<file path="src/hdl/sfr_pkg.sv">
package sfr_pkg;

  localparam int MaxPayloadDef = 32;
  localparam int LenW          = 7;
  localparam int SeenW         = 7;
  localparam int IdxW          = 6;
  localparam int CfgDataW      = 16;
  localparam int CfgIdxW       = 2;
  localparam int HeaderBytes   = 5;

  typedef enum logic [2:0] {
    ST_OK        = 3'd0,
    ST_VERSION   = 3'd1,
    ST_DIRECTION = 3'd2,
    ST_LENGTH    = 3'd3,
    ST_CHECKSUM  = 3'd4
  } status_e;

  typedef enum logic [CfgIdxW-1:0] {
    REG_START_BYTE = 2'd0,
    REG_VERSION    = 2'd1,
    REG_DIRECTION  = 2'd2,
    REG_TIMEOUT    = 2'd3
  } reg_idx_e;

  typedef struct packed {
    logic [7:0]  start_byte;
    logic [7:0]  protocol_version;
    logic [7:0]  accepted_direction;
    logic [15:0] timeout_ticks;
  } cfg_t;

  typedef struct packed {
    logic in_frame;
    logic dumping;
  } ctrl_status_t;

endpackage

</file>
<file path="src/hdl/sfr_ram.sv">
module sfr_ram #(
  parameter int DEPTH  = sfr_pkg::MaxPayloadDef,
  parameter int ADDR_W = 5
) (
  input  logic              clk_i,
  input  logic              we_i,
  input  logic [ADDR_W-1:0] waddr_i,
  input  logic [7:0]        wdata_i,
  input  logic              re_i,
  input  logic [ADDR_W-1:0] raddr_i,
  output logic [7:0]        rdata_o
);

  logic [7:0] mem_q [DEPTH];
  logic [7:0] rdata_q;

  always_ff @(posedge clk_i) begin
    if (we_i) begin
      mem_q[waddr_i] <= wdata_i;
    end
    if (re_i) begin
      rdata_q <= mem_q[raddr_i];
    end
  end

  assign rdata_o = rdata_q;

endmodule

</file>
<file path="src/hdl/sfr_ctrl.sv">
module sfr_ctrl #(
  parameter int MAX_PAYLOAD = sfr_pkg::MaxPayloadDef,
  parameter int ADDR_W      = 5
) (
  input  logic                 clk_i,
  input  logic                 rst_ni,
  input  sfr_pkg::cfg_t        cfg_i,
  input  logic                 in_valid_i,
  output logic                 in_stall_o,
  input  logic                 mode_i,
  input  logic [7:0]           rx_byte_i,
  output logic                 out_valid_o,
  input  logic                 out_stall_i,
  output logic [2:0]           status_o,
  output logic [7:0]           message_id_o,
  output logic [7:0]           payload_byte_o,
  output logic [5:0]           byte_index_o,
  output logic                 has_byte_o,
  output logic                 last_o,
  output logic                 ram_we_o,
  output logic [ADDR_W-1:0]    ram_waddr_o,
  output logic [7:0]           ram_wdata_o,
  output logic                 ram_re_o,
  output logic [ADDR_W-1:0]    ram_raddr_o,
  input  logic [7:0]           ram_rdata_i,
  output sfr_pkg::ctrl_status_t status_flags_o
);

  localparam logic [7:0] MaxLen = 8'(MAX_PAYLOAD);
  localparam logic [sfr_pkg::SeenW-1:0] HdrLast = sfr_pkg::SeenW'(sfr_pkg::HeaderBytes - 1);
  localparam logic [sfr_pkg::SeenW-1:0] HdrLen  = sfr_pkg::SeenW'(sfr_pkg::HeaderBytes);

  typedef enum logic [4:0] {
    S_IDLE    = 5'b00001,
    S_HEADER  = 5'b00010,
    S_PAYLOAD = 5'b00100,
    S_READ    = 5'b01000,
    S_EMIT    = 5'b10000
  } state_e;

  state_e                      state_q, state_d;
  logic [sfr_pkg::SeenW-1:0]   seen_q, seen_d;
  logic [7:0]                  id_q, id_d;
  logic [sfr_pkg::LenW-1:0]    len_q, len_d;
  logic [7:0]                  xor_q, xor_d;
  logic [15:0]                 ticks_q, ticks_d;
  sfr_pkg::status_e            fault_q, fault_d, fault_n;
  logic [sfr_pkg::IdxW-1:0]    idx_q, idx_d;

  logic                        out_valid_q, out_valid_d;
  logic [2:0]                  out_status_q, out_status_d;
  logic [7:0]                  out_byte_q, out_byte_d;
  logic [5:0]                  out_idx_q, out_idx_d;
  logic                        out_has_q, out_has_d;
  logic                        out_last_q, out_last_d;
  logic [7:0]                  out_id_q, out_id_d;
  logic                        out_load;

  logic                        out_free;
  logic                        rx_state;
  logic                        in_acc;
  logic [sfr_pkg::SeenW-1:0]   off;
  logic                        dump_last;

  assign out_free   = !out_valid_q || !out_stall_i;
  assign rx_state   = (state_q == S_IDLE) || (state_q == S_HEADER) || (state_q == S_PAYLOAD);
  assign in_stall_o = !(rx_state && out_free);
  assign in_acc     = in_valid_i && !in_stall_o;
  assign off        = seen_q - HdrLen;
  assign dump_last  = (sfr_pkg::LenW'(idx_q) + 1'b1) == len_q;

  always_comb begin
    state_d      = state_q;
    seen_d       = seen_q;
    id_d         = id_q;
    len_d        = len_q;
    xor_d        = xor_q;
    ticks_d      = ticks_q;
    fault_d      = fault_q;
    fault_n      = fault_q;
    idx_d        = idx_q;
    ram_we_o     = 1'b0;
    ram_re_o     = 1'b0;
    out_load     = 1'b0;
    out_status_d = sfr_pkg::ST_OK;
    out_byte_d   = 8'h00;
    out_idx_d    = 6'd0;
    out_has_d    = 1'b0;
    out_last_d   = 1'b1;
    out_id_d     = id_q;

    unique case (state_q)
      S_IDLE: begin
        if (in_acc && !mode_i && (rx_byte_i == cfg_i.start_byte)) begin
          state_d = S_HEADER;
          seen_d  = sfr_pkg::SeenW'(1);
          xor_d   = rx_byte_i;
          ticks_d = 16'd0;
          fault_d = sfr_pkg::ST_OK;
        end
      end
      S_HEADER, S_PAYLOAD: begin
        if (in_acc) begin
          if (mode_i) begin
            if (ticks_q >= cfg_i.timeout_ticks) begin
              state_d = S_IDLE;
              seen_d  = '0;
              xor_d   = 8'h00;
              ticks_d = 16'd0;
              fault_d = sfr_pkg::ST_OK;
            end else begin
              ticks_d = ticks_q + 16'd1;
            end
          end else if (state_q == S_HEADER) begin
            ticks_d = 16'd0;
            priority if (seen_q == sfr_pkg::SeenW'(1)) begin
              if (rx_byte_i != cfg_i.protocol_version) fault_n = sfr_pkg::ST_VERSION;
            end else if (seen_q == sfr_pkg::SeenW'(2)) begin
              id_d = rx_byte_i;
            end else if (seen_q == sfr_pkg::SeenW'(3)) begin
              if (fault_q == sfr_pkg::ST_OK && rx_byte_i != cfg_i.accepted_direction)
                fault_n = sfr_pkg::ST_DIRECTION;
            end else begin
              if (fault_q == sfr_pkg::ST_OK && rx_byte_i > MaxLen)
                fault_n = sfr_pkg::ST_LENGTH;
            end
            xor_d   = xor_q ^ rx_byte_i;
            seen_d  = seen_q + 1'b1;
            fault_d = fault_n;
            if (seen_q >= HdrLast) begin
              if (fault_n != sfr_pkg::ST_OK) begin
                out_load     = 1'b1;
                out_status_d = fault_n;
                state_d      = S_IDLE;
                seen_d       = '0;
                xor_d        = 8'h00;
                fault_d      = sfr_pkg::ST_OK;
              end else begin
                len_d   = rx_byte_i[sfr_pkg::LenW-1:0];
                state_d = S_PAYLOAD;
              end
            end
          end else begin
            ticks_d = 16'd0;
            if (off < len_q) begin
              ram_we_o = 1'b1;
              xor_d    = xor_q ^ rx_byte_i;
              seen_d   = seen_q + 1'b1;
            end else begin
              state_d = S_IDLE;
              seen_d  = '0;
              xor_d   = 8'h00;
              fault_d = sfr_pkg::ST_OK;
              if (rx_byte_i != xor_q) begin
                out_load     = 1'b1;
                out_status_d = sfr_pkg::ST_CHECKSUM;
              end else if (len_q == '0) begin
                out_load = 1'b1;
              end else begin
                idx_d   = '0;
                state_d = S_READ;
              end
            end
          end
        end
      end
      S_READ: begin
        ram_re_o = 1'b1;
        state_d  = S_EMIT;
      end
      S_EMIT: begin
        if (out_free) begin
          out_load   = 1'b1;
          out_byte_d = ram_rdata_i;
          out_idx_d  = idx_q;
          out_has_d  = 1'b1;
          out_last_d = dump_last;
          idx_d      = idx_q + 1'b1;
          state_d    = dump_last ? S_IDLE : S_READ;
        end
      end
      default: begin
        state_d = S_IDLE;
      end
    endcase

    out_valid_d = out_load ? 1'b1 : (out_valid_q && out_stall_i);
  end

  always_ff @(posedge clk_i or negedge rst_ni) begin
    if (!rst_ni) begin
      state_q     <= S_IDLE;
      seen_q      <= '0;
      id_q        <= 8'h00;
      len_q       <= '0;
      xor_q       <= 8'h00;
      ticks_q     <= 16'd0;
      fault_q     <= sfr_pkg::ST_OK;
      idx_q       <= '0;
      out_valid_q <= 1'b0;
    end else begin
      state_q     <= state_d;
      seen_q      <= seen_d;
      id_q        <= id_d;
      len_q       <= len_d;
      xor_q       <= xor_d;
      ticks_q     <= ticks_d;
      fault_q     <= fault_d;
      idx_q       <= idx_d;
      out_valid_q <= out_valid_d;
    end
  end

  always_ff @(posedge clk_i) begin
    if (out_load) begin
      out_status_q <= out_status_d;
      out_byte_q   <= out_byte_d;
      out_idx_q    <= out_idx_d;
      out_has_q    <= out_has_d;
      out_last_q   <= out_last_d;
      out_id_q     <= out_id_d;
    end
  end

  assign ram_waddr_o    = off[ADDR_W-1:0];
  assign ram_wdata_o    = rx_byte_i;
  assign ram_raddr_o    = idx_q[ADDR_W-1:0];

  assign out_valid_o    = out_valid_q;
  assign status_o       = out_status_q;
  assign message_id_o   = out_id_q;
  assign payload_byte_o = out_byte_q;
  assign byte_index_o   = out_idx_q;
  assign has_byte_o     = out_has_q;
  assign last_o         = out_last_q;

  assign status_flags_o.in_frame = (state_q == S_HEADER) || (state_q == S_PAYLOAD);
  assign status_flags_o.dumping  = (state_q == S_READ) || (state_q == S_EMIT);

endmodule

</file>
<file path="src/hdl/serial_frame_receiver.sv">
// serial frame receiver
// input channel: in_valid_i / in_stall_o with mode_i and rx_byte_i; mode 0 is a
// received byte, mode 1 a millisecond tick. one request is taken per cycle
// while a frame is being collected and the output register is free.
// output channel: out_valid_o / out_stall_i with status, message id, payload
// byte, index, has_byte and last. an error or empty frame gives one result, a
// good frame one result per payload byte, last set on the final one.
// an error or empty result is in the output register at the edge that takes
// the closing byte; the first payload result is loaded after a read state and
// an emit state. each payload byte passes through a read state and an emit
// state for the synchronous memory read, during which no input is taken; the
// emit state waits while the output register is full.
// the output register decouples the sides: a new input is taken while a
// result is held, as long as that result leaves in the same cycle.
// stall on the output holds the result and stops input once the register is
// full. reset returns to hunting for the start byte and loads the register
// defaults; no memory clearing pass is needed.
// config writes (cfg_we_i, cfg_idx_i, cfg_data_i) are meant for idle periods.
module serial_frame_receiver #(
  parameter int MAX_PAYLOAD = sfr_pkg::MaxPayloadDef
) (
  input  logic                         clk_i,
  input  logic                         rst_ni,
  input  logic                         cfg_we_i,
  input  logic [sfr_pkg::CfgIdxW-1:0]  cfg_idx_i,
  input  logic [sfr_pkg::CfgDataW-1:0] cfg_data_i,
  input  logic                         in_valid_i,
  output logic                         in_stall_o,
  input  logic                         mode_i,
  input  logic [7:0]                   rx_byte_i,
  output logic                         out_valid_o,
  input  logic                         out_stall_i,
  output logic [2:0]                   status_o,
  output logic [7:0]                   message_id_o,
  output logic [7:0]                   payload_byte_o,
  output logic [5:0]                   byte_index_o,
  output logic                         has_byte_o,
  output logic                         last_o
);

  localparam int AddrW = (MAX_PAYLOAD > 1) ? $clog2(MAX_PAYLOAD) : 1;

  sfr_pkg::cfg_t         cfg_q;
  sfr_pkg::ctrl_status_t flags;
  logic                  ram_we;
  logic [AddrW-1:0]      ram_waddr;
  logic [7:0]            ram_wdata;
  logic                  ram_re;
  logic [AddrW-1:0]      ram_raddr;
  logic [7:0]            ram_rdata;

  always_ff @(posedge clk_i or negedge rst_ni) begin
    if (!rst_ni) begin
      cfg_q.start_byte         <= 8'hAA;
      cfg_q.protocol_version   <= 8'h01;
      cfg_q.accepted_direction <= 8'h00;
      cfg_q.timeout_ticks      <= 16'd100;
    end else if (cfg_we_i) begin
      unique case (sfr_pkg::reg_idx_e'(cfg_idx_i))
        sfr_pkg::REG_START_BYTE: cfg_q.start_byte         <= cfg_data_i[7:0];
        sfr_pkg::REG_VERSION:    cfg_q.protocol_version   <= cfg_data_i[7:0];
        sfr_pkg::REG_DIRECTION:  cfg_q.accepted_direction <= cfg_data_i[7:0];
        sfr_pkg::REG_TIMEOUT:    cfg_q.timeout_ticks      <= cfg_data_i;
        default: ;
      endcase
    end
  end

  sfr_ram #(
    .DEPTH  (MAX_PAYLOAD),
    .ADDR_W (AddrW)
  ) u_ram (
    .clk_i   (clk_i),
    .we_i    (ram_we),
    .waddr_i (ram_waddr),
    .wdata_i (ram_wdata),
    .re_i    (ram_re),
    .raddr_i (ram_raddr),
    .rdata_o (ram_rdata)
  );

  sfr_ctrl #(
    .MAX_PAYLOAD (MAX_PAYLOAD),
    .ADDR_W      (AddrW)
  ) u_ctrl (
    .clk_i          (clk_i),
    .rst_ni         (rst_ni),
    .cfg_i          (cfg_q),
    .in_valid_i     (in_valid_i),
    .in_stall_o     (in_stall_o),
    .mode_i         (mode_i),
    .rx_byte_i      (rx_byte_i),
    .out_valid_o    (out_valid_o),
    .out_stall_i    (out_stall_i),
    .status_o       (status_o),
    .message_id_o   (message_id_o),
    .payload_byte_o (payload_byte_o),
    .byte_index_o   (byte_index_o),
    .has_byte_o     (has_byte_o),
    .last_o         (last_o),
    .ram_we_o       (ram_we),
    .ram_waddr_o    (ram_waddr),
    .ram_wdata_o    (ram_wdata),
    .ram_re_o       (ram_re),
    .ram_raddr_o    (ram_raddr),
    .ram_rdata_i    (ram_rdata),
    .status_flags_o (flags)
  );

  a_dump_blocks_input : assert property (@(posedge clk_i) disable iff (!rst_ni)
    flags.dumping |-> in_stall_o)
    else $error("input taken during payload dump");

  a_empty_is_last : assert property (@(posedge clk_i) disable iff (!rst_ni)
    (out_valid_o && !has_byte_o) |-> last_o)
    else $error("result without byte is not last");

  a_error_no_byte : assert property (@(posedge clk_i) disable iff (!rst_ni)
    (out_valid_o && status_o != 3'(sfr_pkg::ST_OK)) |-> !has_byte_o)
    else $error("error result carries a payload byte");

  a_no_frame_and_dump : assert property (@(posedge clk_i) disable iff (!rst_ni)
    !(flags.dumping && flags.in_frame))
    else $error("collecting and dumping at once");

endmodule
</file>
<file path="config.mk">
export PLATFORM = sky130hd
export DESIGN_NAME = serial_frame_receiver
export DESIGN_NICKNAME = d
export VERILOG_FILES = /design/src/hdl/sfr_pkg.sv /design/src/hdl/sfr_ram.sv /design/src/hdl/sfr_ctrl.sv /design/src/hdl/serial_frame_receiver.sv
export SDC_FILE = /design/constraint.sdc
export NUM_CORES = 1
export LEC_CHECK = 0
export BUFFER_PORTS_ARGS = -buffer_cell sky130_fd_sc_hd__buf_2
export CAP_MARGIN = 15
export CORE_UTILIZATION = 28
export DETAILED_ROUTE_END_ITERATION = 8
export GPL_TIMING_DRIVEN = 0
export PLACE_DENSITY_LB_ADDON = 0.08
export SYNTH_ARGS = -nofsm -noshare
export SYNTH_HDL_FRONTEND = slang
export SYNTH_SLANG_ARGS = --single-unit
</file>
<file path="constraint.sdc">
create_clock -name clk_i -period 6.5 [get_ports clk_i]
set_clock_uncertainty 0.15 [all_clocks]
set_input_delay 0.975 -clock clk_i [delete_from_list [all_inputs] [get_ports clk_i]]
set_output_delay 0.975 -clock clk_i [all_outputs]
set_load 0.02 [all_outputs]
</file>
# ---- After elaboration in Yosys (flattened, before gate mapping)
# Memory sizes are Yosys's and may differ from the RTL's. A register that Yosys moved wholly into a read port is not among the register bits.
# Cells that the tools add are included.
dict set report totals {
  word_cells 183
  mem_bits_rw 256
  regBits 128
  input_bits 32
  memories 1
  output_inout_bits 29
}
dict set report classes {
  reduce_logical 34
  eq_ne 27
  n_lt_le_gt_ge 4
  bitwise 6
  n_addsub 5
  n_mux 87
}
# name words width read_ports rd_clocked_by_memory_dff write_ports line_no
set memory_table {}
lappend memory_table {u_ram.mem_q 32 8 1 1 1 sfr_ram.sv:14} ;# logic [7:0] mem_q [DEPTH];
# cell n
set ops {}
lappend ops {{two-way mux 3 bit} 24}
lappend ops {{two-way mux 16 bit} 4}
lappend ops {{two-way mux 8 bit} 8}
lappend ops {{two-way mux 7 bit} 8}
lappend ops {{two-way mux 5 bit} 9}
lappend ops {{two-way mux 6 bit} 7}
lappend ops {{one-hot mux 16 bit (2 select lines)} 1}
lappend ops {{!= test 8 bit} 3}
lappend ops {{one-hot mux 5 bit (4 select lines)} 1}
lappend ops {{two-way mux 1 bit} 18}
lappend ops {{AND reduction 6 bit} 3}
lappend ops {{adder 16 x 1 -> 16 bit (second input constant)} 1}
lappend ops {{>= comparator 16 bit} 1}
lappend ops {{one-hot mux 8 bit (2 select lines)} 1}
lappend ops {{== test 7 x 2 -> 1 bit (second input constant)} 2}
lappend ops {{one-hot mux 7 bit (2 select lines)} 1}
lappend ops {{!= test 2 bit (second input constant)} 6}
lappend ops {{one-hot mux 6 bit (2 select lines)} 1}
lappend ops {{AND reduction 2 bit} 5}
lappend ops {{== test 8 bit} 1}
lappend ops {{> comparator 8 x 6 -> 1 bit (second input constant)} 1}
lappend ops {{two-way mux 4 bit} 2}
lappend ops {{AND reduction 8 bit} 1}
lappend ops {{XOR 8 bit} 1}
lappend ops {{other kinds (35)} 53}

# ---- Longest topological paths before layout
# Gate-level depths: netlist of run 1.
dict set report depth {
  depth_word 18
  mapped_depth 15
}

# ---- Cells and area by module
# From an unflattened synthesis of run 1, not the netlist that was laid out.
dict set report hier_totals {
  cells_unflattened 1081
  hier_area_um2 17239.0
}
# module cells_per_inst area_per_inst_um2 instances
set by_module_without_submodules {}
lappend by_module_without_submodules {sfr_ram 417 10133.5 1}
lappend by_module_without_submodules {sfr_ctrl 579 5581.6 1}
lappend by_module_without_submodules {serial_frame_receiver 85 1524.0 1}

# ---- Worst setup path before layout of run 1
# OpenSTA, ideal clock, no wires.
dict set report synth_timing {
  kind {reg2reg}
  startpoint {register u_ctrl.state_q[1]}
  endpoint {register u_ctrl.out_idx_q[0] (netlist: u_ctrl.byte_index_o[0]), enable pin}
  stages_incl_launch_ff 6
  arrival_time_ps 3475
  setup_slack_ps 2427
  path_buffers 2
  synth_period_minus_slack_ps 4073
  setup_time_ps 449
  t_required_ps 5901
  path_cell_list {dfrtp_1 buf_2 or3_1 or3b_2 clkbuf_1 o21ai_0}
}
dict set report synth_via {
  elab_chain_len 7
}
# element line_no
set synth_rtl {}
lappend synth_rtl {{start: declaration} sfr_ctrl.sv:41} ;# state_e state_q, state_d;
lappend synth_rtl {{start signal: assignment} sfr_ctrl.sv:202} ;# state_q <= state_d;
lappend synth_rtl {{== test 5 x 1 -> 1 bit or == test 5 x 2 -> 1 bit (tied branches)} {sfr_ctrl.sv:66, sfr_ctrl.sv:92, sfr_ctrl.sv:114}}
lappend synth_rtl {{logical OR 1 bit (2 in series)} sfr_ctrl.sv:66} ;# assign rx_state = (state_q == S_IDLE) || (state_q == S_HEADER) || (state_q == S_PAYLOAD);
lappend synth_rtl {{logical AND 1 bit} sfr_ctrl.sv:67} ;# assign in_stall_o = !(rx_state && out_free);
lappend synth_rtl {{logical AND 1 bit} sfr_ctrl.sv:68} ;# assign in_acc = in_valid_i && !in_stall_o;
lappend synth_rtl {{two-way mux 1 bit} sfr_ctrl.sv:103} ;# if (in_acc) begin
lappend synth_rtl {{one-hot mux 1 bit (2 select lines) (*)} sfr_ctrl.sv:92} ;# unique case (state_q)
lappend synth_rtl {{via u_ctrl.out_load} sfr_ctrl.sv:57} ;# logic out_load;
lappend synth_rtl {{end signal: assignment} sfr_ctrl.sv:218} ;# out_idx_q <= out_idx_d;
lappend synth_rtl {{end: declaration} sfr_ctrl.sv:53} ;# logic [5:0] out_idx_q, out_idx_d;
# The timed path passes the listed nets; every way through them passes the cells marked *.
# A chain may end at the register's enable or synchronous reset.

# ---- Worst setup path in the final report of run 1
dict set report layout_timing {
  startpoint {register u_ctrl.seen_q[0] in the netlist's numbering}
  endpoint {memory u_ram.mem_q[18][1], enable pin}
}
dict set report layout_via {
  elab_chain_len 9
}
# element line_no
set layout_rtl {}
lappend layout_rtl {{start: declaration} sfr_ctrl.sv:42} ;# logic [sfr_pkg::SeenW-1:0] seen_q, seen_d;
lappend layout_rtl {{start signal: assignment} sfr_ctrl.sv:203} ;# seen_q <= seen_d;
lappend layout_rtl {{subtractor 7 x 3 -> 7 bit (*)} sfr_ctrl.sv:69} ;# assign off = seen_q - HdrLen;
lappend layout_rtl {{< comparator 7 bit} sfr_ctrl.sv:145} ;# if (off < len_q) begin
lappend layout_rtl {{two-way mux 1 bit} sfr_ctrl.sv:145}
lappend layout_rtl {{two-way mux 1 bit} sfr_ctrl.sv:114} ;# end else if (state_q == S_HEADER) begin
lappend layout_rtl {{two-way mux 1 bit} sfr_ctrl.sv:104} ;# if (mode_i) begin
lappend layout_rtl {{two-way mux 1 bit} sfr_ctrl.sv:103}
lappend layout_rtl {{two-way mux 1 bit} sfr_ctrl.sv:92}
lappend layout_rtl {{two-way mux 1 bit} sfr_ram.sv:18} ;# if (we_i) begin
lappend layout_rtl {{two-way mux 1 bit (implied by the code)} sfr_ram.sv:19} ;# mem_q[waddr_i] <= wdata_i;
lappend layout_rtl {{end: declaration} sfr_ram.sv:14}
# Every way passes the cells marked *; elsewhere a longest branch is shown, timed or not.

==> impl_results.html, run 1 <==
<table>
<tr><th>Metric</th><th>Value</th></tr>
<tr><th colspan="2">Run</th></tr>
<tr><td>Max-Cap Viols</td><td>0</td></tr>
<tr><th colspan="2">Run status</th></tr>
<tr><td>Result of the run</td><td>finished clean</td></tr>
<tr><th colspan="2">Cells and area</th></tr>
<tr><td>Fraction of final layout cells sized beyond drive strength 1</td><td>25.72%</td></tr>
<tr><td>Commonest non-fill, non-tap cell in the layout</td><td>sky130_fd_sc_hd__edfxtp_1</td></tr>
<tr><td>Commonest cells after routing, fill and taps aside</td><td>291 x sky130_fd_sc_hd__edfxtp_1, 92 x sky130_fd_sc_hd__dfrtp_1, 80 x sky130_fd_sc_hd__mux4_2</td></tr>
<tr><td>Fin nets</td><td>1,240</td></tr>
<tr><td>Fill cell count</td><td>5,860</td></tr>
<tr><td>Post-synthesis to final-layout area growth</td><td>17.84%</td></tr>
<tr><td>N_diodes</td><td>0</td></tr>
<tr><th colspan="2">Detailed routing</th></tr>
<tr><td>Remaining routing DRC violations</td><td>0</td></tr>
<tr><td>Iteration-0 DRC count of the detailed router</td><td>626</td></tr>
<tr><td>Wirelength per Cell</td><td>22.26 µm</td></tr>
<tr><td>Post-detailed-route via-to-cell ratio</td><td>4.770</td></tr>
<tr><td>Detail Route Antenna Nets</td><td>0</td></tr>
<tr><td>Drt total wl</td><td>44,490 µm</td></tr>
<tr><td>Total via count in the routed design</td><td>9,535</td></tr>
<tr><td>Initial DRT Pass Iterations</td><td>5</td></tr>
<tr><th colspan="2">Clock tree</th></tr>
<tr><td>Clock sink count</td><td>392</td></tr>
<tr><td>CTS tree</td><td>built</td></tr>
<tr><td>Number of resized instances in the post-cts repair step</td><td>0</td></tr>
<tr><td>Hold buffer count at CTS</td><td>0</td></tr>
<tr><td>Register clock-pin slew on the reported worst setup and hold paths</td><td>0.06 ns</td></tr>
<tr><td>Buffers from clock root to sink, at most</td><td>3</td></tr>
<tr><td>Htree depth</td><td>2</td></tr>
<tr><td>Count of buffers added by post-CTS timing repair for setup</td><td>0</td></tr>
<tr><td>Clock insertion delay at the later pin of the skew report</td><td>0.58 ns</td></tr>
<tr><td>TritonCTS Buffers</td><td>48</td></tr>
<tr><td>CTS root buf</td><td>sky130_fd_sc_hd__clkbuf_16</td></tr>
<tr><th colspan="2">Place</th></tr>
<tr><td>HPWL Detailed</td><td>30,320 µm</td></tr>
<tr><td>Weighted congestion at the end of routability-driven global placement</td><td>0.7373</td></tr>
<tr><td>Pre-CTS worst setup slack</td><td>1.611 ns</td></tr>
<tr><td>Quantity of I/O buffers inserted on ports</td><td>59</td></tr>
<tr><th colspan="2">Global routing</th></tr>
<tr><td>Global-route usage over all layers</td><td>14.50%</td></tr>
<tr><td>GR Overflow Total</td><td>0</td></tr>
<tr><td>Pin count of the biggest net entering global routing</td><td>56</td></tr>
<tr><td>Antenna violations before repair</td><td>1</td></tr>
<tr><td>Via count of the first global-routing pass</td><td>9,926</td></tr>
<tr><td>First-pass GRT wire length</td><td>66,750 µm</td></tr>
<tr><th colspan="2">STA</th></tr>
<tr><td>Post-layout minimum cycle time</td><td>4.925 ns</td></tr>
<tr><td>Worst relative slew slack</td><td>29.41%</td></tr>
<tr><td>Setup total negative slack</td><td>0 ns</td></tr>
<tr><td>Transition at the pin with the smallest max-transition slack</td><td>1.059 ns</td></tr>
<tr><td>FMAX</td><td>0.2030 GHz</td></tr>
<tr><td>Final period utilization</td><td>75.77%</td></tr>
<tr><td>Unrepaired setup endpoints after global routing</td><td>no</td></tr>
<tr><td>Final Worst Setup Slack</td><td>1.575 ns</td></tr>
<tr><td>Final-report hold violation count</td><td>0</td></tr>
<tr><td>Number of pins exceeding their max-slew limit in the final report</td><td>0</td></tr>
<tr><td>Total of endpoints with negative setup slack in the final report</td><td>0</td></tr>
<tr><th colspan="2">Logic synthesis</th></tr>
<tr><td>Seq/Total Area, Yosys</td><td>66.02%</td></tr>
<tr><td>Net count of the mapped netlist</td><td>1,128</td></tr>
<tr><td>Ranking of synthesized cells by area</td><td>sky130_fd_sc_hd__edfxtp_1 51%, sky130_fd_sc_hd__dfrtp_1 13%, sky130_fd_sc_hd__mux4_2 11%</td></tr>
<tr><td>Cell type with the highest aggregate area in the netlist</td><td>sky130_fd_sc_hd__edfxtp_1</td></tr>
<tr><td>Synth Register Bits</td><td>392</td></tr>
<tr><td>Cell area after synthesis</td><td>0.01708 mm²</td></tr>
<tr><td>Post-Synthesis Cells</td><td>1,066</td></tr>
<tr><td>Leading register cell type out of synthesis</td><td>sky130_fd_sc_hd__edfxtp_1</td></tr>
<tr><td>Average footprint of a synthesized cell</td><td>16.02 µm²</td></tr>
<tr><td>Number of warnings issued by yosys</td><td>0</td></tr>
<tr><td>Count of cell types in the netlist</td><td>71</td></tr>
<tr><td>Share of the synthesized area in the top cell type</td><td>51.16%</td></tr>
<tr><td>Async set-reset flop share out of synthesis</td><td>25.77%</td></tr>
<tr><td>Number of enable flip-flop cells after synthesis</td><td>291</td></tr>
<tr><th colspan="2">Floorplan</th></tr>
<tr><td>Top-level port count</td><td>61</td></tr>
<tr><td>Initial core utilization</td><td>28.30%</td></tr>
<tr><td>Height of the chip</td><td>249.0 µm</td></tr>
<tr><td>Placement row count</td><td>90</td></tr>
<tr><td>Overall die area</td><td>0.06200 mm²</td></tr>
<tr><td>Die X</td><td>249.0 µm</td></tr>
<tr><td>Area of the core region</td><td>0.06036 mm²</td></tr>
<tr><th colspan="2">Worst setup path</th></tr>
<tr><td>Critical Path RT</td><td>6.54 ns</td></tr>
<tr><td>Category of the worst setup path capture point</td><td>flop</td></tr>
<tr><td>Buffers plus inverters on the worst setup path</td><td>2</td></tr>
<tr><td>Critical path peak fanout</td><td>8</td></tr>
<tr><td>Arrival time worst endpoint</td><td>4.96 ns</td></tr>
<tr><td>Class of the most critical setup path</td><td>reg -&gt; reg</td></tr>
<tr><td>Worst-path cell chain</td><td>inv_1 &gt; ha_1 &gt; nor2b_1 &gt; nor2_1 &gt; xnor2_1 &gt; inv_1 &gt; ha_1 &gt; a21oi_1 &gt; o21ai_0 &gt; a21oi_1 &gt; and2_1 &gt; and3_1 &gt; nand2_1 &gt; nor2_1</td></tr>
<tr><td>Kind of start point of the critical path</td><td>flop</td></tr>
<tr><td>CP max-delay cell</td><td>sky130_fd_sc_hd__nor2_1</td></tr>
<tr><td>Largest stage delay on the critical path</td><td>0.81 ns</td></tr>
<tr><td>Kind of cell with the highest combined delay on the critical path</td><td>simple AND/OR/NAND/NOR gates</td></tr>
<tr><th colspan="2">Power</th></tr>
<tr><td>Total leakage power</td><td>6.977 nW</td></tr>
<tr><td>Proportion of power drawn by combinational gates</td><td>14.4%</td></tr>
<tr><td>Internal power summed over all cells</td><td>5.063 mW</td></tr>
<tr><td>Relative contribution of the clock network to total power</td><td>42.6%</td></tr>
<tr><td>Sequential share of power</td><td>43.1%</td></tr>
<tr><td>Peak VDD IR</td><td>0.0001817 V</td></tr>
<tr><td>Sw Share</td><td>25.66%</td></tr>
<tr><td>Pwr Density</td><td>338.3 mW/mm²</td></tr>
<tr><td>Sw Pwr</td><td>1.747 mW</td></tr>
<tr><th colspan="2">Min path</th></tr>
<tr><td>Min-delay worst type</td><td>in -&gt; async</td></tr>
</table>
-- per-layer routing --
layer	vias up	wire (µm)	global-route usage [%]	part of all wire [%]
met5	-	0	0	0
met4	0	945	4.348	2.1
met3	56	1507	2.382	3.4
met2	161	21220	23.27	48
met1	4948	20820	20.08	47
li1	4370	-	-	-
-- cell usage after synthesis, types with 13 or more instances --
library cell	number
sky130_fd_sc_hd__a21oi_1	22
sky130_fd_sc_hd__and3_1	21
sky130_fd_sc_hd__buf_2	16
sky130_fd_sc_hd__clkbuf_1	34
sky130_fd_sc_hd__dfrtp_1	92
sky130_fd_sc_hd__edfxtp_1	291
sky130_fd_sc_hd__ha_1	30
sky130_fd_sc_hd__inv_1	35
sky130_fd_sc_hd__mux2_2	51
sky130_fd_sc_hd__mux4_2	80
sky130_fd_sc_hd__nand2_1	34
sky130_fd_sc_hd__nand3_1	17
sky130_fd_sc_hd__nand4_1	16
sky130_fd_sc_hd__nor2_1	64
sky130_fd_sc_hd__nor3_1	20
sky130_fd_sc_hd__o21ai_0	32
sky130_fd_sc_hd__xnor2_1	40
sky130_fd_sc_hd__xor2_1	13
-- path summary, 6_finish.rpt --
path,start,to,slack (ns),cells past startpoint
worst max-delay path,u_ctrl.seen_q[0]$_DFFE_PN0P_,u_ram.mem_q[18][1]$_DFFE_PP_,1.57,14
worst min-delay path,rst_ni,u_ctrl.state_q[2]$_DFFE_PN0P_,0.20,1
worst max register to register,u_ctrl.seen_q[0]$_DFFE_PN0P_,u_ram.mem_q[18][1]$_DFFE_PP_,1.57,14
worst min register to register,u_ctrl.id_q[2]$_DFFE_PN0P_,u_ctrl.message_id_o[2]$_DFFE_PP_,0.30,0
max in group asynchronous,rst_ni,cfg_q[6]$_DFFE_PN1P_,5.28,2
min in group clk_i,u_ctrl.id_q[2]$_DFFE_PN0P_,u_ctrl.message_id_o[2]$_DFFE_PP_,0.30,0
-- per-stage QoR --
step	instances	utilization, %	hold slack [ns]	power (mW)	area (µm²)
detailed placement	1910	30.51	0.2855	3.976	18410
global placement	1907	30.41	0.2796	3.970	18360
global route	1999	33.35	0.2280	7.107	20130
finish	1999	33.35	0.1999	6.810	20130
floorplan	1066	-	0.2694	3.643	17080
CTS	1999	33.35	0.1989	6.919	20130
-- power groups by stage --
stage	logic, mW	registers [mW]	clock network, mW
final	0.978	2.93	2.90
after global routing	1.08	2.95	3.08
after CTS	0.997	2.93	2.99
after detailed placement	0.991	2.98	0
after global placement	0.987	2.98	0
after floorplan	0.671	2.97	0
-- cells by family after synthesis --
group / Yosys count / share of synthesized area, %
mux: 145 / 14.85
simple gates: 233 / 7.398
buf+inv: 89 / 2.073
compound gates: 124 / 4.747
fa+ha+maj: 30 / 2.197
xor+xnor: 53 / 2.718
flops: 392 / 66.02
-- final cells by class --
cell class | count | area, µm² | area share, %
flip-flops and latches | 392 | 11280 | 56.03
multi-input cells | 585 | 5461 | 27.13
clock buffers | 59 | 1305 | 6.483
well taps | 782 | 978.4 | 4.861
clock inverters | 30 | 410.4 | 2.039
repair buffers | 62 | 341.6 | 1.697
plain buffers | 54 | 222.7 | 1.106
inverters | 35 | 131.4 | 0.6527
-- state kept, by name, summed over array words and instances, names as in the netlist, 3 cells and up --
name	count
cfg_q	40
u_ctrl.byte_index_o	6
u_ctrl.fault_q	3
u_ctrl.id_q	8
u_ctrl.idx_q	6
u_ctrl.len_q	7
u_ctrl.message_id_o	8
u_ctrl.payload_byte_o	8
u_ctrl.seen_q	7
u_ctrl.state_q	5
u_ctrl.status_o	3
u_ctrl.ticks_q	16
u_ctrl.xor_q	8
u_ram.mem_q	256
u_ram.rdata_o	8
-- worst register-to-register path, delay by kind of cell, from the launching register on --
family | cells | cell delay (ns)
compound gates | 3 | 0.61
xor+xnor | 1 | 0.42
fa+ha+maj | 2 | 0.62
buf+inv | 2 | 0.39
flops | 1 | 0.50
simple gates | 6 | 1.84
(Power assumes the default switching activity.)
==> run 2: changes to the inputs <==
ABC_AREA = 1   (was default)
clock period = 5.1 ns   (was 6.5 ns; I/O delays follow)
==> run 2 against run 1 <==
Effect of this change:
- register-to-register slack worse by 1.2 ns
- combinational power increased by 9%
- non-clock buffer count up 33
- worst hold slack better by 0.080 ns
- sequential power grew 24%
- count of clock-buffer cells in the layout down 4
- die area increased by 2.9%
- final cell count grew 33%
- setup slack got worse by 1.2 ns
- global-route usage rose by 3.2 points
- critical path depth is 1 lower
- utilization is 0.22 points lower
- critical endpoint is now u_ram.mem_q[17][5]$_DFFE_PP_
- largest cell class unchanged
==> impl_results.html, run 2 <==
<table>
<tr><th>Metric</th><th>Value</th></tr>
<tr><th colspan="2">Run status</th></tr>
<tr><td>Result of the run</td><td>finished clean</td></tr>
<tr><th colspan="2">Detailed routing</th></tr>
<tr><td>Drt total wl</td><td>55,780 µm</td></tr>
<tr><td>Wirelength per Cell</td><td>20.97 µm</td></tr>
<tr><td>Remaining routing DRC violations</td><td>0</td></tr>
<tr><td>Iteration-0 DRC count of the detailed router</td><td>832</td></tr>
<tr><td>Detail Route Antenna Nets</td><td>0</td></tr>
<tr><td>Total via count in the routed design</td><td>12,410</td></tr>
<tr><td>Initial DRT Pass Iterations</td><td>5</td></tr>
<tr><td>Post-detailed-route via-to-cell ratio</td><td>4.667</td></tr>
<tr><th colspan="2">STA</th></tr>
<tr><td>Worst relative slew slack</td><td>35.58%</td></tr>
<tr><td>Final-report hold violation count</td><td>0</td></tr>
<tr><td>Unrepaired setup endpoints after global routing</td><td>no</td></tr>
<tr><td>Final period utilization</td><td>92.68%</td></tr>
<tr><td>Total of endpoints with negative setup slack in the final report</td><td>0</td></tr>
<tr><td>FMAX</td><td>0.2116 GHz</td></tr>
<tr><td>Transition at the pin with the smallest max-transition slack</td><td>0.9627 ns</td></tr>
<tr><td>Number of pins exceeding their max-slew limit in the final report</td><td>0</td></tr>
<tr><td>Post-layout minimum cycle time</td><td>4.727 ns</td></tr>
<tr><td>Setup total negative slack</td><td>0 ns</td></tr>
<tr><td>Worst hold margin</td><td>0.2804 ns</td></tr>
<tr><th colspan="2">Power</th></tr>
<tr><td>Peak VDD IR</td><td>0.0002316 V</td></tr>
<tr><td>Total leakage power</td><td>7.695 nW</td></tr>
<tr><td>Pwr Density</td><td>387.9 mW/mm²</td></tr>
<tr><td>Total Power</td><td>7.945 mW</td></tr>
<tr><th colspan="2">Worst setup path</th></tr>
<tr><td>Kind of start point of the critical path</td><td>flop</td></tr>
<tr><td>Setup slack, reg-to-reg</td><td>0.37 ns</td></tr>
<tr><td>Class of the most critical setup path</td><td>reg -&gt; reg</td></tr>
<tr><td>Kind of cell with the highest combined delay on the critical path</td><td>simple AND/OR/NAND/NOR gates</td></tr>
<tr><td>Arrival time worst endpoint</td><td>4.78 ns</td></tr>
<tr><td>Buffers plus inverters on the worst setup path</td><td>2</td></tr>
<tr><td>Critical Path RT</td><td>5.16 ns</td></tr>
<tr><td>CP max-delay cell</td><td>sky130_fd_sc_hd__nor2_1</td></tr>
<tr><td>Critical path peak fanout</td><td>8</td></tr>
<tr><td>Worst-path cell chain</td><td>inv_1 &gt; ha_1 &gt; o21ai_0 &gt; nor3_1 &gt; xor2_1 &gt; ha_1 &gt; nand2_1 &gt; inv_1 &gt; nand4_1 &gt; o211ai_1 &gt; nor2_1 &gt; nand3_1 &gt; nor2_1</td></tr>
<tr><td>Launch instance of the worst register-to-register path</td><td>u_ctrl.seen_q[0]$_DFFE_PN0P_</td></tr>
<tr><td>Category of the worst setup path capture point</td><td>flop</td></tr>
<tr><td>Start point of the critical path</td><td>u_ctrl.seen_q[0]$_DFFE_PN0P_</td></tr>
<tr><td>Largest stage delay on the critical path</td><td>0.90 ns</td></tr>
<tr><th colspan="2">Cells and area</th></tr>
<tr><td>Registers with the most flip-flops</td><td>u_ram.mem_q: 256 flops, cfg_q: 40 flops, u_ctrl.ticks_q: 16 flops</td></tr>
<tr><td>Fraction of the core area covered by cells at the end of the flow</td><td>33.12%</td></tr>
<tr><td>Post-route cell area</td><td>0.02048 mm²</td></tr>
<tr><td>Commonest cells after routing, fill and taps aside</td><td>291 x sky130_fd_sc_hd__edfxtp_1, 273 x sky130_fd_sc_hd__nor2_1, 230 x sky130_fd_sc_hd__nand2_1</td></tr>
<tr><td>Largest register FFs</td><td>256</td></tr>
<tr><td>Fin nets</td><td>1,853</td></tr>
<tr><td>N_diodes</td><td>0</td></tr>
<tr><td>Fraction of final layout cells sized beyond drive strength 1</td><td>10.48%</td></tr>
<tr><td>Commonest non-fill, non-tap cell in the layout</td><td>sky130_fd_sc_hd__edfxtp_1</td></tr>
<tr><td>Post-synthesis to final-layout area growth</td><td>16.46%</td></tr>
<tr><td>Register with the most flip-flops</td><td>u_ram.mem_q</td></tr>
<tr><th colspan="2">Clock tree</th></tr>
<tr><td>Htree depth</td><td>2</td></tr>
<tr><td>CTS tree</td><td>built</td></tr>
<tr><td>TritonCTS Buffers</td><td>46</td></tr>
<tr><td>Count of buffers added by post-CTS timing repair for setup</td><td>0</td></tr>
<tr><td>Buffers from clock root to sink, at most</td><td>3</td></tr>
<tr><td>Register clock-pin slew on the reported worst setup and hold paths</td><td>0.06 ns</td></tr>
<tr><td>Clock sink count</td><td>392</td></tr>
<tr><td>Clock insertion delay at the later pin of the skew report</td><td>0.61 ns</td></tr>
<tr><td>CTS root buf</td><td>sky130_fd_sc_hd__clkbuf_16</td></tr>
<tr><th colspan="2">Floorplan</th></tr>
<tr><td>Height of the chip</td><td>252.6 µm</td></tr>
<tr><td>Area of the core region</td><td>0.06183 mm²</td></tr>
<tr><td>Initial core utilization</td><td>28.44%</td></tr>
<tr><td>Placement row count</td><td>91</td></tr>
<tr><td>Overall die area</td><td>0.06381 mm²</td></tr>
<tr><td>Top-level port count</td><td>61</td></tr>
<tr><td>Die X</td><td>252.6 µm</td></tr>
<tr><th colspan="2">Logic synthesis</th></tr>
<tr><td>Number of warnings issued by yosys</td><td>0</td></tr>
<tr><td>Seq/Total Area, Yosys</td><td>64.13%</td></tr>
<tr><td>Cell type with the highest aggregate area in the netlist</td><td>sky130_fd_sc_hd__edfxtp_1</td></tr>
<tr><td>Post-Synthesis Cells</td><td>1,679</td></tr>
<tr><td>Most instantiated library cell after synthesis</td><td>sky130_fd_sc_hd__edfxtp_1</td></tr>
<tr><td>Top post-synthesis cells by count</td><td>291 x sky130_fd_sc_hd__edfxtp_1, 281 x sky130_fd_sc_hd__nor2_1, 230 x sky130_fd_sc_hd__nand2_1</td></tr>
<tr><td>Number of enable flip-flop cells after synthesis</td><td>291</td></tr>
<tr><td>Average footprint of a synthesized cell</td><td>10.47 µm²</td></tr>
<tr><td>Share of the synthesized area in the top cell type</td><td>49.69%</td></tr>
<tr><td>Leading register cell type out of synthesis</td><td>sky130_fd_sc_hd__edfxtp_1</td></tr>
<tr><td>Ranking of synthesized cells by area</td><td>sky130_fd_sc_hd__edfxtp_1 50%, sky130_fd_sc_hd__dfrtp_1 13%, sky130_fd_sc_hd__nor2_1 6.0%</td></tr>
<tr><td>Cell area after synthesis</td><td>0.01759 mm²</td></tr>
<tr><td>Net count of the mapped netlist</td><td>1,741</td></tr>
<tr><td>Synth Register Bits</td><td>392</td></tr>
<tr><td>Async set-reset flop share out of synthesis</td><td>25.77%</td></tr>
<tr><td>Count of cell types in the netlist</td><td>40</td></tr>
<tr><th colspan="2">Min path</th></tr>
<tr><td>HP Start</td><td>cfg_data_i[15]</td></tr>
<tr><td>Min-delay worst type</td><td>in -&gt; reg</td></tr>
<tr><th colspan="2">Global routing</th></tr>
<tr><td>GR Overflow Total</td><td>0</td></tr>
<tr><td>Pin count of the biggest net entering global routing</td><td>60</td></tr>
<tr><td>First-pass GRT wire length</td><td>83,120 µm</td></tr>
<tr><td>Global-route usage over all layers</td><td>17.70%</td></tr>
<tr><td>Antenna violations before repair</td><td>0</td></tr>
<tr><td>Via count of the first global-routing pass</td><td>12,470</td></tr>
<tr><th colspan="2">Place</th></tr>
<tr><td>Placed instance area</td><td>0.01899 mm²</td></tr>
<tr><td>HPWL Detailed</td><td>38,100 µm</td></tr>
<tr><td>Weighted congestion at the end of routability-driven global placement</td><td>0.8199</td></tr>
<tr><td>Quantity of I/O buffers inserted on ports</td><td>60</td></tr>
<tr><th colspan="2">Run</th></tr>
<tr><td>Max-Cap Viols</td><td>0</td></tr>
</table>
## run 2: changes by cell type after synthesis, moves of 68 or more
cell                      previous run  this run
sky130_fd_sc_hd__nor2_1             64       281
sky130_fd_sc_hd__nand2_1            34       230
sky130_fd_sc_hd__o21ai_0            32       188
sky130_fd_sc_hd__inv_1              35       130
sky130_fd_sc_hd__mux4_2             80         0
sky130_fd_sc_hd__nand3_1            17        85
## run 2: report_power, final
part           internal (mW)  leakage, nW  switching (mW)
clock                   1.86        0.703            1.37
sequential              3.56         3.90          0.0805
combinational          0.342         3.09           0.732
## run 2: area by class of cell
type | instances | area, µm²
clock inverters | 25 | 255.2
clock buffers | 55 | 1185
flip-flops and latches | 392 | 11280
repair buffers | 64 | 379.1
plain buffers | 85 | 371.6
fillers | 6309 | 41350
inverters | 137 | 514.2
multi-input cells | 1065 | 5450
well taps | 837 | 1047
## run 2: what timing repair did
item / 4_1_cts / 5_1_grt
setup endpoints to repair: 0 / 251
gates resized for setup: 0 / 9
hold buffers: 1 / 0
hold endpoints to repair: 41 / 0
## run 2: path summary, 6_finish.rpt
path                                                    end  cells after the start
max in group asynchronous             cfg_q[39]$_DFFE_PN1P_                      3
hold reg to reg            u_ctrl.message_id_o[1]$_DFFE_PP_                      0
hold / removal                        cfg_q[15]$_DFFE_PN0P_                      3
setup / recovery               u_ram.mem_q[17][5]$_DFFE_PP_                     13
min in group asynchronous              cfg_q[9]$_DFFE_PN0P_                      2
setup reg to reg               u_ram.mem_q[17][5]$_DFFE_PP_                     13
## run 2: per-stage QoR
| stage | setup WS, ns | instances |
|---|---|---|
| 2_1_floorplan | 1.705 | 1679 |
| 3_3_place_gp | 0.06533 | 2576 |
| 3_5_place_dp | 0.06002 | 2578 |
| 4_1_cts | 0.05030 | 2659 |
| 5_1_grt | 0.08913 | 2660 |
| 6_report | 0.3733 | 2660 |
## run 2: cells by family (layout without fill, tap and decap cells)
kind of cell / count (synthesis) / in the layout / synth area share, %
fa+ha+maj: 30 / 30 / 2.134
xor+xnor: 49 / 49 / 2.440
buf+inv: 222 / 366 / 5.037
compound gates: 328 / 328 / 10.55
flops: 392 / 392 / 64.13
simple gates: 658 / 658 / 15.71
## run 2: per-layer routing
| layer | GRT usage, % | part of all wire [%] | up-vias |
|---|---|---|---|
| li1 | - | - | 6021 |
| met3 | 2.667 | 3.8 | 62 |
| met5 | 0 | 0 | - |
| met1 | 25.07 | 48 | 6132 |
| met4 | 4.398 | 1.8 | 0 |
| met2 | 28.24 | 46 | 199 |
## run 2: tightest hold or removal path, stage by stage
cell	delay, ns
sky130_fd_sc_hd__buf_2	0.07
sky130_fd_sc_hd__nor2_1	0.03
sky130_fd_sc_hd__a21oi_1	0.10
==> run 3: changes to the inputs <==
clock period = 3.9 ns   (was 5.1 ns; I/O delays follow)
==> run 3 against run 2 <==
Effect of this change:
- first-iteration DRC count up 6.3%
- combinational power up 36%
- total power up 31%
- global-route usage about the same
- largest cell class unchanged
==> impl_results.html, run 3 (synthesized netlist as in run 2, its figures left out) <==
<table>
<tr><th>Metric</th><th>Value</th></tr>
<tr><th colspan="2">Run status</th></tr>
<tr><td>Result of the run</td><td>finished clean</td></tr>
<tr><th colspan="2">Worst setup path</th></tr>
<tr><td>Worst R2R Path Depth</td><td>14</td></tr>
<tr><td>Start point of the critical path</td><td>u_ctrl.seen_q[0]$_DFFE_PN0P_</td></tr>
<tr><td>Class of the most critical setup path</td><td>reg -&gt; reg</td></tr>
<tr><td>Kind of start point of the critical path</td><td>flop</td></tr>
<tr><td>Category of the worst setup path capture point</td><td>flop</td></tr>
<tr><td>R2R Path End</td><td>u_ram.mem_q[19][5]$_DFFE_PP_</td></tr>
<tr><td>Setup slack, reg-to-reg</td><td>0.12 ns</td></tr>
<tr><td>Critical path peak fanout</td><td>8</td></tr>
<tr><td>Arrival time worst endpoint</td><td>3.93 ns</td></tr>
<tr><td>Critical Path RT</td><td>4.05 ns</td></tr>
<tr><td>Launch instance of the worst register-to-register path</td><td>u_ctrl.seen_q[0]$_DFFE_PN0P_</td></tr>
<tr><th colspan="2">Floorplan</th></tr>
<tr><td>Die X</td><td>252.6 µm</td></tr>
<tr><td>Overall die area</td><td>0.06381 mm²</td></tr>
<tr><td>Height of the chip</td><td>252.6 µm</td></tr>
<tr><td>Top-level port count</td><td>61</td></tr>
<tr><td>Placement row count</td><td>91</td></tr>
<tr><td>Area of the core region</td><td>0.06183 mm²</td></tr>
<tr><td>Initial core utilization</td><td>28.44%</td></tr>
<tr><th colspan="2">Place</th></tr>
<tr><td>Total instance count after detailed placement</td><td>2,578</td></tr>
<tr><td>HPWL Detailed</td><td>38,100 µm</td></tr>
<tr><td>Placed instance area</td><td>0.01899 mm²</td></tr>
<tr><td>Weighted congestion at the end of routability-driven global placement</td><td>0.8199</td></tr>
<tr><td>Quantity of I/O buffers inserted on ports</td><td>60</td></tr>
<tr><th colspan="2">Clock tree</th></tr>
<tr><td>Register clock-pin slew on the reported worst setup and hold paths</td><td>0.06 ns</td></tr>
<tr><td>TritonCTS Buffers</td><td>46</td></tr>
<tr><td>Clock sink count</td><td>392</td></tr>
<tr><td>CTS root buf</td><td>sky130_fd_sc_hd__clkbuf_16</td></tr>
<tr><td>Htree depth</td><td>2</td></tr>
<tr><td>Clock insertion delay at the later pin of the skew report</td><td>0.61 ns</td></tr>
<tr><td>CTS tree</td><td>built</td></tr>
<tr><td>Buffers from clock root to sink, at most</td><td>3</td></tr>
<tr><th colspan="2">Cells and area</th></tr>
<tr><td>Commonest cells after routing, fill and taps aside</td><td>291 x sky130_fd_sc_hd__edfxtp_1, 248 x sky130_fd_sc_hd__nor2_1, 229 x sky130_fd_sc_hd__nand2_1</td></tr>
<tr><td>Post-synthesis to final-layout area growth</td><td>21.65%</td></tr>
<tr><td>Post-route cell area</td><td>0.02139 mm²</td></tr>
<tr><td>Commonest non-fill, non-tap cell in the layout</td><td>sky130_fd_sc_hd__edfxtp_1</td></tr>
<tr><td>Registers with the most flip-flops</td><td>u_ram.mem_q: 256 flops, cfg_q: 40 flops, u_ctrl.ticks_q: 16 flops</td></tr>
<tr><td>Fraction of final layout cells sized beyond drive strength 1</td><td>13.92%</td></tr>
<tr><td>N_diodes</td><td>0</td></tr>
<tr><td>Fraction of the core area covered by cells at the end of the flow</td><td>34.60%</td></tr>
<tr><td>Non-Filler Instances</td><td>2,697</td></tr>
<tr><td>Register with the most flip-flops</td><td>u_ram.mem_q</td></tr>
<tr><td>Largest register FFs</td><td>256</td></tr>
<tr><td>Fin nets</td><td>1,890</td></tr>
<tr><th colspan="2">Min path</th></tr>
<tr><td>Count of cells along the worst hold path</td><td>3</td></tr>
<tr><td>End of the worst hold path</td><td>cfg_q[15]$_DFFE_PN0P_</td></tr>
<tr><td>HP Start</td><td>cfg_data_i[15]</td></tr>
<tr><td>Min-delay worst type</td><td>in -&gt; reg</td></tr>
<tr><th colspan="2">STA</th></tr>
<tr><td>Final-report hold violation count</td><td>0</td></tr>
<tr><td>Final period utilization</td><td>96.91%</td></tr>
<tr><td>Unrepaired setup endpoints after global routing</td><td>no</td></tr>
<tr><td>Post-layout minimum cycle time</td><td>3.779 ns</td></tr>
<tr><td>Number of pins exceeding their max-slew limit in the final report</td><td>0</td></tr>
<tr><td>FMAX</td><td>0.2646 GHz</td></tr>
<tr><td>Worst relative slew slack</td><td>41.90%</td></tr>
<tr><td>Total of endpoints with negative setup slack in the final report</td><td>0</td></tr>
<tr><td>Transition at the pin with the smallest max-transition slack</td><td>0.8715 ns</td></tr>
<tr><td>Setup total negative slack</td><td>0 ns</td></tr>
<tr><th colspan="2">Global routing</th></tr>
<tr><td>Antenna violations before repair</td><td>0</td></tr>
<tr><td>Global Route met3 Usage</td><td>2.698%</td></tr>
<tr><td>GRT met1 Usage</td><td>25.02%</td></tr>
<tr><td>GR Overflow Total</td><td>0</td></tr>
<tr><td>Via count of the first global-routing pass</td><td>12,530</td></tr>
<tr><td>Routing usage on met2</td><td>28.27%</td></tr>
<tr><td>First-pass GRT wire length</td><td>83,150 µm</td></tr>
<tr><td>GRT Max-Usage Layer</td><td>met2</td></tr>
<tr><td>Global-route usage over all layers</td><td>17.70%</td></tr>
<tr><td>Pin count of the biggest net entering global routing</td><td>60</td></tr>
<tr><th colspan="2">Detailed routing</th></tr>
<tr><td>Drt total wl</td><td>56,140 µm</td></tr>
<tr><td>Detail Route Antenna Nets</td><td>0</td></tr>
<tr><td>Initial DRT Pass Iterations</td><td>5</td></tr>
<tr><td>Wirelength per Cell</td><td>20.81 µm</td></tr>
<tr><td>Iteration-0 DRC count of the detailed router</td><td>884</td></tr>
<tr><td>Remaining routing DRC violations</td><td>0</td></tr>
<tr><td>Post-detailed-route via-to-cell ratio</td><td>4.688</td></tr>
<tr><td>Total via count in the routed design</td><td>12,640</td></tr>
<tr><th colspan="2">Power</th></tr>
<tr><td>Total leakage power</td><td>7.974 nW</td></tr>
<tr><td>Pwr Density</td><td>487.7 mW/mm²</td></tr>
<tr><td>Total Power</td><td>10.43 mW</td></tr>
<tr><td>Peak VDD IR</td><td>0.0003025 V</td></tr>
<tr><th colspan="2">Run</th></tr>
<tr><td>Max-Cap Viols</td><td>0</td></tr>
</table>
-- run 3: where the power goes --
part | switching, mW | internal (mW)
sequential | 0.105 | 4.65
combinational | 0.989 | 0.462
clock | 1.79 | 2.44
-- run 3: how the worst max path moves through the flow --
stage	depth (start not counted)	slack, ns	to
after floorplan	14	0.51	u_ctrl.byte_index_o[0]$_SDFFCE_PN0P_
after global placement	11	-1.13	u_ram.mem_q[23][2]$_DFFE_PP_
after detailed placement	11	-1.14	u_ram.mem_q[15][3]$_DFFE_PP_
after CTS	10	-0.02	u_ram.mem_q[31][0]$_DFFE_PP_
after global routing	14	0.004	u_ram.mem_q[19][5]$_DFFE_PP_
final	14	0.12	u_ram.mem_q[19][5]$_DFFE_PP_
-- run 3: metal layers --
metal	up-vias	wire (µm)	share of wire, %
li1	6114	-	-
met1	6237	26590	47
met2	229	26190	47
met3	63	2327	4.1
met4	0	1033	1.8
met5	-	0	0
-- run 3: critical path, stage by stage, from the launching register on --
cell	delay, ns
sky130_fd_sc_hd__dfrtp_2	0.47
sky130_fd_sc_hd__inv_1	0.15
sky130_fd_sc_hd__ha_1	0.28
sky130_fd_sc_hd__o21ai_0	0.18
sky130_fd_sc_hd__nor3_1	0.20
sky130_fd_sc_hd__xor2_1	0.29
sky130_fd_sc_hd__ha_1	0.30
sky130_fd_sc_hd__nand2_1	0.09
sky130_fd_sc_hd__inv_1	0.05
sky130_fd_sc_hd__nand4_1	0.07
sky130_fd_sc_hd__o211ai_1	0.17
sky130_fd_sc_hd__nor2_4	0.32
sky130_fd_sc_hd__nand3_4	0.35
sky130_fd_sc_hd__nor2_4	0.25
sky130_fd_sc_hd__buf_12	0.15
-- run 3: layout make-up --
cell class	count	area (µm²)
multi-input cells	1065	5747
well taps	837	1047
plain buffers	85	371.6
repair buffers	101	994.7
clock buffers	55	1185
flip-flops and latches	392	11280
fillers	6222	40430
clock inverters	25	255.2
inverters	137	514.2
-- run 3: what timing repair did --
action | 4_1_cts | 5_1_grt
pin swaps | 1 | 30
gates cloned | 0 | 0
gates resized for setup | 75 | 4
setup endpoints to repair | 283 | 267
setup buffers | 3 | 34
hold endpoints to repair | 41 | 0
hold buffers | 1 | 0
-- run 3: metrics by stage --
| step | hold slack, ns | worst slack (ns) |
|---|---|---|
| final | 0.1027 | 0.1205 |
| after global routing | 0.09402 | 0.004210 |
| after CTS | 0.07035 | -0.01982 |
| after detailed placement | 0.2851 | -1.140 |
| after global placement | 0.2871 | -1.135 |
| after floorplan | 0.1394 | 0.5052 |
